[src/rtl/lmol_pkg.sv]
// ----------------------------------------------------------------------------
// lmol_pkg
// Shared widths, command codes, controller states and the control/status
// bundles of the latency memory with owner lock.
// ----------------------------------------------------------------------------
package lmol_pkg;

   localparam int ADDR_W   = 32;
   localparam int DATA_W   = 32;
   localparam int CMD_W    = 2;
   localparam int CALLER_W = 3;
   localparam int DELAY_W  = 10;
   localparam int OFFSET_W = 2;

   localparam int WORDS_IN_LINE_DEF = 4;
   localparam int LINE_COUNT_DEF    = 256;

   // address bits reduced per cycle by the serial remainder unit
   localparam int MOD_STEP_BITS = 4;

   typedef enum logic [CMD_W-1:0] {
      CMD_LOAD   = 2'd0,
      CMD_STORE  = 2'd1,
      CMD_FETCH  = 2'd2,
      CMD_DIRECT = 2'd3
   } cmd_type;

   typedef enum logic [1:0] {
      ST_CLEAR,
      ST_IDLE,
      ST_DECIDE,
      ST_READ
   } state_type;

   typedef struct packed {
      logic clear_step;
      logic take_req;
      logic lock_apply;
      logic mem_write;
      logic rsp_wait;
      logic rsp_echo;
      logic rsp_word;
      logic rd_first;
      logic rd_next;
   } ctrl_cmd_type;

   typedef struct packed {
      cmd_type cmd;
      logic    idx_valid;
      logic    grant;
      logic    rsp_free;
      logic    clear_last;
      logic    word_last;
   } ctrl_sts_type;

endpackage

[src/rtl/lmol_ctrl.sv]
// ----------------------------------------------------------------------------
// lmol_ctrl
// Sequencer: clearing pass, request intake, lock decision and word read-out.
// ----------------------------------------------------------------------------
module lmol_ctrl
   import lmol_pkg::*;
(
   input  logic         clock,
   input  logic         reset,
   input  logic         req_valid,
   output logic         req_ready,
   input  ctrl_sts_type ctl_sts,
   output ctrl_cmd_type ctl_cmd
);

   state_type state_ff, state_in;
   logic      decide_go;
   logic      is_direct;

   assign decide_go = ctl_sts.idx_valid && ctl_sts.rsp_free;
   assign is_direct = (ctl_sts.cmd == CMD_DIRECT);

   always_ff @(posedge clock) begin
      if (reset) begin
         state_ff <= ST_CLEAR;
      end else begin
         state_ff <= state_in;
      end
   end

   always_comb begin
      state_in = state_ff;
      case (state_ff)
         ST_CLEAR: begin
            if (ctl_sts.clear_last) begin
               state_in = ST_IDLE;
            end
         end
         ST_IDLE: begin
            if (req_valid) begin
               state_in = ST_DECIDE;
            end
         end
         ST_DECIDE: begin
            if (decide_go) begin
               if (!is_direct && ctl_sts.grant &&
                   (ctl_sts.cmd == CMD_LOAD || ctl_sts.cmd == CMD_FETCH)) begin
                  state_in = ST_READ;
               end else begin
                  state_in = ST_IDLE;
               end
            end
         end
         ST_READ: begin
            if (ctl_sts.rsp_free &&
                (ctl_sts.cmd != CMD_FETCH || ctl_sts.word_last)) begin
               state_in = ST_IDLE;
            end
         end
         default: state_in = ST_IDLE;
      endcase
   end

   always_comb begin
      ctl_cmd   = '0;
      req_ready = 1'b0;
      case (state_ff)
         ST_CLEAR: begin
            ctl_cmd.clear_step = 1'b1;
         end
         ST_IDLE: begin
            req_ready        = 1'b1;
            ctl_cmd.take_req = req_valid;
         end
         ST_DECIDE: begin
            if (decide_go) begin
               if (is_direct) begin
                  ctl_cmd.mem_write = 1'b1;
                  ctl_cmd.rsp_echo  = 1'b1;
               end else begin
                  ctl_cmd.lock_apply = 1'b1;
                  if (!ctl_sts.grant) begin
                     ctl_cmd.rsp_wait = 1'b1;
                  end else if (ctl_sts.cmd == CMD_STORE) begin
                     ctl_cmd.mem_write = 1'b1;
                     ctl_cmd.rsp_echo  = 1'b1;
                  end else begin
                     ctl_cmd.rd_first = 1'b1;
                  end
               end
            end
         end
         ST_READ: begin
            if (ctl_sts.rsp_free) begin
               ctl_cmd.rsp_word = 1'b1;
               ctl_cmd.rd_next  = (ctl_sts.cmd == CMD_FETCH) && !ctl_sts.word_last;
            end
         end
         default: ctl_cmd = '0;
      endcase
   end

   a_read_cmd: assert property (@(posedge clock) disable iff (reset)
      state_ff == ST_READ |-> (ctl_sts.cmd == CMD_LOAD || ctl_sts.cmd == CMD_FETCH))
      else $error("read-out entered for a command that reads nothing");

   a_next_in_line: assert property (@(posedge clock) disable iff (reset)
      ctl_cmd.rd_next |-> !ctl_sts.word_last)
      else $error("line read-out advanced past the last word");

   a_one_action: assert property (@(posedge clock) disable iff (reset)
      $countones({ctl_cmd.rsp_wait, ctl_cmd.rsp_echo, ctl_cmd.rsp_word}) <= 1)
      else $error("more than one response source selected");

endmodule

[config.mk]
export PLATFORM = sky130hd
export DESIGN_NAME = lmol_ctrl
export DESIGN_NICKNAME = d
export VERILOG_FILES = /design/src/rtl/lmol_pkg.sv /design/src/rtl/lmol_ctrl.sv
export SDC_FILE = /design/constraint.sdc
export NUM_CORES = 1
export LEC_CHECK = 0
export BUFFER_PORTS_ARGS = -buffer_cell sky130_fd_sc_hd__buf_2
export CORE_AREA = 3 3 40 42
export CTS_CLUSTER_SIZE = 8
export DETAILED_ROUTE_END_ITERATION = 8
export DIE_AREA = 0 0 43 45
export HOLD_SLACK_MARGIN = 0.03
export SKIP_CTS_REPAIR_TIMING = 1
export SYNTH_ARGS = -nofsm -noshare
export SYNTH_HDL_FRONTEND = slang
export SYNTH_SLANG_ARGS = --single-unit
[constraint.sdc]
create_clock -name clock -period 2.4 [get_ports clock]
set_input_delay 0.12 -clock clock [delete_from_list [all_inputs] [get_ports clock]]
set_output_delay 0.12 -clock clock [all_outputs]
set_load 0.03 [all_outputs]
After elaboration in Yosys (flattened, before gate mapping)
Index checks and enable logic that the tools add are counted.

word-level totals
  bits of input ports = 10
  output and inout port bits = 10
  logic and storage cells = 50
  flip-flop bits (word level) = 2

operators by class
  reduce and logical (&&, ||, !) cells = 12
  equal/unequal tests = 11
  multiplexer cells = 26

operators with widths
  operator              count
  $mux W1               18
  $mux W2               5
  $ne A2 B2 Y1 const B  5
  $eq A2 B2 Y1 const B  4
  $mux W4               2
  $pmux W2 S4           1
  $logic_and A1 B1 Y1   5
  $eq A2 B1 Y1 const B  2
  $logic_not A2 Y1      2
  $reduce_and A4 Y1     1
  $logic_not A1 Y1      2
  $logic_or A1 B1 Y1    2

Logic depth before layout (Yosys ltp)
  word-level depth = 7
  mapped depth = 6
  gate-level depth less buffers = 6

Worst setup path after synthesis
No wires, ideal clock.

  path kind = register to output
  start point = register state_ff[0]
  end point = output ctl_cmd[4] (netlist bit)
  stages on the path, launching flop included = 6
  path slack = 0.511 ns
  buffers on the path = 0
  data required time = 2.280 ns
  arrival time = 1.769 ns
  cells stage by stage = dfxtp_1 inv_1 ha_1 nand3_1 a21oi_1 nor2b_1

RTL lines
  element                 RTL line         text
  start, declared         lmol_ctrl.sv:16  state_type state_ff, state_in;
  start signal, assigned  lmol_ctrl.sv:27  state_ff <= state_in;
  end, declared           lmol_ctrl.sv:13  output ctrl_cmd_type ctl_cmd

==> impl_metrics.tcl <==
set metrics [dict create \
    run_status "finished clean" \
    die_h_um 45 \
    synth_edf_count 0 \
    ys.flop_type "dfxtp_1" \
    grt_pass1_wl_um 1100 \
    power.density_nw_per_um2 487 \
    htree_levels 1 \
    vias 305 \
    synth-simple-area-share 0.325 \
    netlist_top_cells_area "ha_1 (19%), dfxtp_1 (16%), inv_1 (7.3%), a21oi_1 (5.8%), and2_1 (4.9%)" \
    cp_data_arrival_time_ps 1460 \
    setup_viol 0 \
    syn_to_final_growth_pct 50.0 \
    crit_slowest_cell "dfxtp_1" \
    crit_required_ps 2280 \
    gp_congestion 0.715 \
    synth_compound_area_frac 0.184 \
    cpPeakStageDelay_ps 330 \
    timing.fmax_mhz 633 \
    r2r_cells 6 \
    yosysWarnings 0 \
    synth_top_family_by_area "simple AND/OR/NAND/NOR gates" \
    core_sq_um 1280 \
    die_x_um 43 \
    fin_area_sq_um 387 \
    gr-usage-met2 0.114 \
    cts_buffers 3 \
    cp.depth 6 \
    start_kind "register" \
    wirelength_um 663 \
    grt_overflow 0 \
    layout.nets 71 \
    synthMuxAreaShare 0.0388 \
    synth_top_area_frac 0.194 \
    cts_tree "done" \
    place_ws_ps 965 \
    clk_latency_ps 220 \
    largestRegisters "state_ff x2" \
    crit_end "ctl_cmd[4]" \
    startpoint "state_ff[0]$_SDFFE_PP0P_" \
    grtUsageTotal 0.0748 \
    max_flop_register "state_ff" \
    synthArstFlopShare 0 \
    ys_seq_area_frac 0.155 \
    timing.setup.tns_ps 0 \
    netlist_top_cells_count "inv_1 (5), ha_1 (4), a21oi_1 (3)" \
    r2r-end "state_ff[1]$_SDFFE_PP0P_" \
    final.setup.worst_slack_ps 819 \
    synth_area_leader_cell "ha_1" \
    maxSlewHeadroom 0.841 \
    ant_nets 0 \
    grt_setup_unrepaired "false" \
    cp.buffers_inverters 2 \
    drv_slew 0 \
    io_buffers 19 \
    placed_cell_area_sq_um 364 \
    r2r-start "state_ff[0]$_SDFFE_PP0P_" \
    hold_class "in2reg" \
    n_antenna_cell 0 \
    cts.clk_slew.worst_paths_ps 30 \
    met1_usage 0.0887 \
    synth_cell_types 20 \
    syn_inst 34 \
    post_synth.cell_area_avg_sq_um 7.58 \
    leakagePower_nw 0.219 \
    ctsRootBufferMaster "clkbuf_4" \
    drt_iter0_drc 4 \
    path_max_fanout 4 \
    rows 13 \
    drt-pass1-iter-count 2 \
    drc 0 \
    path_cells "inv_1 -> ha_1 -> nand3_1 -> a21oi_1 -> nor2b_1 -> buf_2" \
    synth_most_common_cell "inv_1" \
    largest_reg_flops 2 \
    ys_seq_elements 2 \
    clock_skew_ps 3.48 \
    cp_top_family "flip-flops" \
    drive_gt1_frac 0.400 \
    yosys.area_share.adder 0.194 \
    grt.busiest_layer "met2" \
    design.die.area_sq_um 1940 \
    r2r_slack_ps 980 \
    syn_nets 48 \
    maxCapViolCount 0 \
    fin_crit_ps 1580 \
    num_io_pins 20 \
    end_kind "primary output" \
    use_met3 0.0478 \
    worstHoldPathCells 2 \
    wl_per_cell_um 9.47 \
    cts_buffer_depth 2 \
    min_period_over_period 0.659 \
    worstSetupPathType "reg2out" \
    antenna_found_initial 0 \
    tritoncts_num_sinks 2 \
    grt_max_degree 7 \
    drt-vias-per-instance 4.36 \
    grt_pass1_vias 266 \
    synthXorXnorAreaFrac 0 \
    initial_core_util 0.201 \
    ir_worst_vdd_mv 0.255 \
    netlist_area_sq_um 258 \
    hold_viol 0 \
    worst_pin_slew_ps 238 \
]
## cell type report
cell class | count | area, sq um
timing repair buffer | 19 | 95.1
clock buffer | 3 | 22.5
inverter | 5 | 18.8
tap | 15 | 18.8
multi-input combinational | 26 | 191
sequential | 2 | 40.0
fill | 144 | 898
## routing by layer
layer | part of all wire | up-vias
met5 | 0 | -
met4 | 0 | 0
met3 | 0.14 | 0
met2 | 0.39 | 15
met1 | 0.47 | 132
li1 | - | 158
## per-stage QoR
| stage | hold slack, ps | instances | util | power [mW] |
|---|---|---|---|---|
| floorplan | 189 | 34 | - | 0.0928 |
| global placement | 309 | 67 | 0.283 | 0.117 |
| detailed placement | 302 | 67 | 0.283 | 0.117 |
| global route | 87.9 | 70 | 0.301 | 0.206 |
| finish | 76.5 | 70 | 0.301 | 0.188 |
| CTS | 68.2 | 70 | 0.301 | 0.194 |
## worst min-delay path by stage
stage	start	endpoint	slack (ps)
final	reset	state_ff[0]$_SDFFE_PP0P_	80
after global routing	reset	state_ff[0]$_SDFFE_PP0P_	90
after CTS	reset	state_ff[0]$_SDFFE_PP0P_	70
after detailed placement	reset	state_ff[0]$_SDFFE_PP0P_	300
after global placement	reset	state_ff[0]$_SDFFE_PP0P_	310
after floorplan	reset	state_ff[0]$_SDFFE_PP0P_	190
## placed cells by master, fill, tap and decap left out, types with 2 or more instances in the layout
cell type | Yosys | final
dfxtp_1 | 2 | 2
o21ai_0 | 2 | 2
ha_1 | 4 | 4
nor2_1 | 2 | 2
inv_1 | 5 | 5
clkbuf_4 | 0 | 3
a21oi_1 | 3 | 3
buf_2 | 0 | 19
nand2b_1 | 2 | 2
and2_1 | 2 | 2
## power breakdown
group | leakage (nW) | internal (mW) | switching, mW
clock network | 0.0138 | 0.0550 | 0.0178
logic | 0.189 | 0.0289 | 0.0449
registers | 0.0165 | 0.0374 | 0.00437
total | 0.219 | 0.121 | 0.0670
## cells by family after synthesis
group,after synthesis
simple gates,13
compound gates,8
buf+inv,6
fa+ha+maj,4
flops,2
mux,1
## worst reg2reg max path, cell delays in order (launching register included)
cell and delay, ps:
dfxtp_1 380, inv_1 80, ha_1 240, o21bai_1 150, o2111ai_1 140, a21oi_1 180, mux2i_1 190
Power figures use the tool's default switching activity.
